--- src/design/mtstk_pkg.sv ---
// Package for the minimum-tracking stack: shared types and constants.
// No dependencies; every other file of the block uses it.
`timescale 1ns / 1ps
`default_nettype none

package mtstk_pkg;

    localparam int unsigned DATA_W = 32;

    typedef logic signed [DATA_W-1:0] t_data;

    typedef enum logic {
        KIND_PUSH = 1'b0,
        KIND_POP  = 1'b1
    } t_kind;

    typedef enum logic [1:0] {
        ST_OK        = 2'd0,
        ST_POP_EMPTY = 2'd1,
        ST_PUSH_FULL = 2'd2
    } t_status;

    typedef struct packed {
        logic push;
        logic pop;
    } t_cell_ctrl;

endpackage

`default_nettype wire

--- src/design/mtstk_cell.sv ---
// One entry of a shift-register stack: loads from the cell above on a push
// and from the cell below on a pop. Depends on mtstk_pkg.
`timescale 1ns / 1ps
`default_nettype none

module mtstk_cell (
    input  wire logic                  i_clk,
    input  wire logic                  i_rst_n,
    input  wire mtstk_pkg::t_cell_ctrl i_ctrl,
    input  wire mtstk_pkg::t_data      i_above_data,
    input  wire logic                  i_above_valid,
    input  wire mtstk_pkg::t_data      i_below_data,
    input  wire logic                  i_below_valid,
    output mtstk_pkg::t_data           o_data,
    output logic                       o_valid
);

    mtstk_pkg::t_data r_data;
    logic             r_valid;

    always_ff @(posedge i_clk) begin
        if (i_ctrl.push) begin
            r_data <= i_above_data;
        end else if (i_ctrl.pop) begin
            r_data <= i_below_data;
        end
    end

    always_ff @(posedge i_clk) begin
        if (!i_rst_n) begin
            r_valid <= 1'b0;
        end else if (i_ctrl.push) begin
            r_valid <= i_above_valid;
        end else if (i_ctrl.pop) begin
            r_valid <= i_below_valid;
        end
    end

    assign o_data  = r_data;
    assign o_valid = r_valid;

endmodule

`default_nettype wire

--- src/design/mtstk_chain.sv ---
// A stack built as a row of DEPTH cells, top entry in the first cell.
// Depends on mtstk_pkg and mtstk_cell.
`timescale 1ns / 1ps
`default_nettype none

module mtstk_chain #(
    parameter int unsigned DEPTH = 64
) (
    input  wire logic                  i_clk,
    input  wire logic                  i_rst_n,
    input  wire mtstk_pkg::t_cell_ctrl i_ctrl,
    input  wire mtstk_pkg::t_data      i_push_data,
    output mtstk_pkg::t_data           o_top_data,
    output logic                       o_top_valid,
    output mtstk_pkg::t_data           o_second_data,
    output logic                       o_second_valid,
    output logic                       o_full
);

    mtstk_pkg::t_data w_data  [DEPTH];
    logic             w_valid [DEPTH];

    for (genvar g = 0; g < DEPTH; g++) begin : g_cell
        mtstk_pkg::t_data w_above_data;
        logic             w_above_valid;
        mtstk_pkg::t_data w_below_data;
        logic             w_below_valid;

        if (g == 0) begin : g_first
            assign w_above_data  = i_push_data;
            assign w_above_valid = 1'b1;
        end else begin : g_inner_above
            assign w_above_data  = w_data[g-1];
            assign w_above_valid = w_valid[g-1];
        end

        if (g == DEPTH - 1) begin : g_last
            assign w_below_data  = '0;
            assign w_below_valid = 1'b0;
        end else begin : g_inner_below
            assign w_below_data  = w_data[g+1];
            assign w_below_valid = w_valid[g+1];
        end

        mtstk_cell u_cell (
            .i_clk         (i_clk),
            .i_rst_n       (i_rst_n),
            .i_ctrl        (i_ctrl),
            .i_above_data  (w_above_data),
            .i_above_valid (w_above_valid),
            .i_below_data  (w_below_data),
            .i_below_valid (w_below_valid),
            .o_data        (w_data[g]),
            .o_valid       (w_valid[g])
        );
    end

    assign o_top_data     = w_data[0];
    assign o_top_valid    = w_valid[0];
    assign o_second_data  = w_data[1];
    assign o_second_valid = w_valid[1];
    assign o_full         = w_valid[DEPTH-1];

endmodule

`default_nettype wire

--- config.mk ---
export PLATFORM = sky130hd
export DESIGN_NAME = mtstk_chain
export DESIGN_NICKNAME = d
export VERILOG_FILES = /design/src/design/mtstk_pkg.sv /design/src/design/mtstk_cell.sv /design/src/design/mtstk_chain.sv
export SDC_FILE = /design/constraint.sdc
export NUM_CORES = 2
export LEC_CHECK = 0
export ABC_AREA = 1
export BUFFER_PORTS_ARGS = -buffer_cell sky130_fd_sc_hd__buf_2
export CORE_ASPECT_RATIO = 0.7
export CORE_MARGIN = 2
export CORE_UTILIZATION = 40
export CTS_CLUSTER_DIAMETER = 60
export DETAILED_ROUTE_END_ITERATION = 8
export GPL_TIMING_DRIVEN = 0
export PLACE_DENSITY = 0.62
export SLEW_MARGIN = 20
export SYNTH_ARGS = -nofsm -noshare
export SYNTH_HDL_FRONTEND = slang
export SYNTH_SLANG_ARGS = --single-unit
export TNS_END_PERCENT = 30
--- constraint.sdc ---
create_clock -name i_clk -period 111.6 [get_ports i_clk]
set_input_delay 11.16 -clock i_clk [delete_from_list [all_inputs] [get_ports i_clk]]
set_output_delay 11.16 -clock i_clk [all_outputs]
set_load 0.01 [all_outputs]
Word level (Yosys, flattened, before mapping)
Index checks and enable logic that the tools add are counted.
W data, S select, Z words.
{"block": "word_totals", "regBits": 2112, "in_bits": 36, "output_inout_bits": 67}
{"block": "op_classes", "reduce_logical": 1, "muxes": 256}
{"cell": "$mux W32", "n": 128}
{"cell": "$mux W1", "n": 128}
{"cell": "$reduce_bool A2 Y1", "n": 1}

Longest topological paths before layout
{"block": "depth", "depth_word": 2, "ltp_mapped": 10}

Hierarchy
Synthesis repeated with hierarchy kept, for this count alone.
{"block": "unflattened", "hier_cells": 9282, "area_unflattened_um2": 97461.0}
{"module": "mtstk_cell", "seq_area_each_um2": 980.9, "n_inst": 64, "cells_per_inst": 145, "area_each_um2": 1522.7}
{"module": "mtstk_chain", "seq_area_each_um2": 0.0, "n_inst": 1, "cells_per_inst": 2, "area_each_um2": 7.5}

Worst setup path after synthesis
No wires, ideal clock.
{"block": "synth_path", "kind": "input-to-reg", "from": "input port i_ctrl[0] in the netlist's numbering", "to": "register g_cell[0].u_cell.r_data[0], enable pin", "required_ns": 109.227, "slack_ns": 57.926, "arrival_ns": 51.301, "path_stages": 5, "cell_sequence": "clkbuf_1 nor2_1 buf_2 buf_2 inv_1"}
{"block": "synth_between", "elab_chain_cells": 1}
{"item": "start: declaration", "line_no": "mtstk_chain.sv:11", "source": "input wire mtstk_pkg::t_cell_ctrl i_ctrl,"}
{"item": "$reduce_bool A2 Y1 (no line)"}
{"item": "end signal: assignment", "line_no": "mtstk_cell.sv:23", "source": "r_data <= i_above_data;"}
{"item": "end signal: assignment", "line_no": "mtstk_cell.sv:25", "source": "r_data <= i_below_data;"}
{"item": "end: declaration", "line_no": "mtstk_cell.sv:18", "source": "mtstk_pkg::t_data r_data;"}
No other way between the ends.
A chain may end at the register's enable or synchronous reset.

Worst setup path in the final report
{"block": "layout_path", "from": "input port i_ctrl[0] in the netlist's numbering", "to": "register g_cell[30].u_cell.r_data[15], enable pin"}
{"block": "layout_between", "elab_chain_cells": 1}
{"item": "$reduce_bool A2 Y1 (no line)"}
{"item": "end signal: assignment", "line_no": "mtstk_cell.sv:23"}
{"item": "end signal: assignment", "line_no": "mtstk_cell.sv:25"}
{"item": "end: declaration", "line_no": "mtstk_cell.sv:18"}
No other way between the ends.

==> metrics.txt <==
Slew HR 42.6%; CORE AREA 220,000 sq um; Hold Violations, Final 0; largest cells by area after synthesis edfxtp_1, nand2_1, o21ai_0; crit start category input pin; cts bufs inserted 199; share of layout cells above drive strength 1 7.32%; sequential fraction of the synthesis area 70.8%; vias per inst 5.24; flop2flop setup slack 110.47 ns; Port Buffer Count 99; Max Clock Skew 0.0390 ns; Worst Setup End Kind register; 1st-iter DRT viols 6,991; WL final 211,000 um; vias 60,500; Hold Path Class reg2reg; unrepaired setup endpoints after global routing false; Top-Level Pins 103; clock slew at reported path FFs 0.06 ns; Util after Layout 45.2%; syn_area_per_cell 10.8 sq um; NumNets Final 8,525; starting density of the core 40.3%; setup violators final 0; fill cell count 20,300; commonest non-fill, non-tap cells in the layout nand2_1, edfxtp_1, o21ai_0; Pwr Density 19.0 nW/um^2; setup tns final 0 ns; Initial DRT Pass Iterations 6; GRT Overall Usage 18.3%; Crit path required time 112.05 ns; clk root buf clkbuf_16; post-synth net total 8,205; pins over their slew limit 0; Final Cycle Share 13.0%; CTS tree yes; Cell Area, Synth 88,600 sq um; YS warnings 0; initial antenna violation count 2; # hold bufs at CTS 0; global-route wire length before repair 333,000 um; Clock Path Buffers 4; worst skew pair latency 0.84 ns; GP Congestion 0.963; Worst Tran Pin Value 0.861 ns; outcome completed; Row Count 144; die width 567 um; CTS resizes 0; crit-path max FO 109; Pleak 0.0401 uW; Peak Freq 0.0691 GHz; Die Y-Extent 398 um; cell taking the most area after synthesis edfxtp_1; DIE AREA 225,000 sq um; area fraction of the dominant cell type after synthesis 69.4%; post-route ant nets 0; grt total ovfl 0; Post-CTS Setup Inserts 0; Max IR drop VDD 0.0000136 V; P&R area growth vs syn 12.2%; # Max-Cap Violations 0; min Tclk post-route 14.48 ns; drt drc 0; CTS sink count 2,112; vias in the first global route 59,700; largest net degree at the start of global routing 117; Unique masters post-synth 15; # H-tree levels 4; post-synthesis cell count 8,169; DP HPWL 152,000 um; commonest non-fill, non-tap cell in the layout nand2_1; Setup CP Type in2reg; Worst Path Arrival 14.93 ns; Yosys reg bits 2,112; routed len/inst 18.3 um
[stage by stage]
stage | setup WS [ns] | cell area, sq um | total power, uW | hold WS, ns | instances
3_3_place_gp | 42.86 | 92800 | 1320 | 0.474 | 11200
5_1_grt | 96.87 | 99400 | 1970 | 0.509 | 11600
2_1_floorplan | 57.93 | 88600 | 1230 | 0.450 | 8169
6_report | 97.12 | 99400 | 1890 | 0.493 | 11600
4_1_cts | 97.17 | 99400 | 1900 | 0.490 | 11600
3_5_place_dp | 96.28 | 93300 | 1240 | 0.479 | 11200
[cell families after synthesis]
kind of cell | after synthesis | share of synthesized area (%)
AO/OA/AOI/OAI | 1885 | 10.6
buffers and inverters | 1518 | 7.14
flip-flops | 2112 | 70.8
AND/OR/NAND/NOR | 2654 | 11.4
[critical path, cell delays in order]
cell      delay [ns]
clkbuf_1        0.52
nor2_1          0.11
buf_2           0.22
buf_2           0.26
inv_8           0.46
buf_16          0.48
buf_16          0.44
buf_16          0.44
buf_16          0.46
[path summary, 6_finish.rpt]
path	from	endpoint	cells after the start
setup / recovery	i_ctrl[0]	g_cell[30].u_cell.o_data[15]$_DFFE_PP_	9
hold / removal	g_cell[63].u_cell.o_valid$_SDFFE_PN0P_	g_cell[63].u_cell.o_valid$_SDFFE_PN0P_	2
setup reg to reg	g_cell[35].u_cell.o_data[10]$_DFFE_PP_	g_cell[34].u_cell.o_data[10]$_DFFE_PP_	2
hold reg to reg	g_cell[63].u_cell.o_valid$_SDFFE_PN0P_	g_cell[63].u_cell.o_valid$_SDFFE_PN0P_	2
[flip-flops by register name, indices dropped and copies added (netlist names)]
register	cells
g_cell.u_cell.o_data	2048
g_cell.u_cell.o_valid	64
[Yosys cell counts (all sizes together)]
library cell,count
clkbuf,227
buf,259
nor2,1
edfxtp,2048
o21ai,1870
dfxtp,64
a21oi,15
nand3,100
inv,1032
nand2,2553
[where the power goes]
| group | switching [uW] | total (uW) | leakage (uW) | internal (uW) |
|---|---|---|---|---|
| Sequential | 47.0 | 1050 | 0.0222 | 1010 |
| Clock | 293 | 662 | 0.00300 | 368 |
| Combinational | 125 | 177 | 0.0149 | 51.7 |
| Total | 466 | 1890 | 0.0401 | 1430 |
[cell type report]
class	count	area (sq um)	area share, %
diodes	4	10.0	0.0101
repair buffers	119	1050	1.05
plain buffers	486	2450	2.46
multi-input cells	4539	19500	19.6
inverters	1032	3880	3.91
clock buffers	238	5180	5.21
well taps	2920	3650	3.67
flip-flops and latches	2112	62800	63.1
clock inverters	106	925	0.930
[layer usage]
metal	track usage [%]	vias to the layer above	wire [um]	part of all wire, %
met1	29.7	30200	105000	50
met2	24.5	2066	83400	39
met4	3.22	2	2900	1.4
li1	-	28000	-	-
met3	4.45	225	19700	9.3
met5	0.335	-	103	0.049
Note: power is estimated with default switching activity, not from simulation.
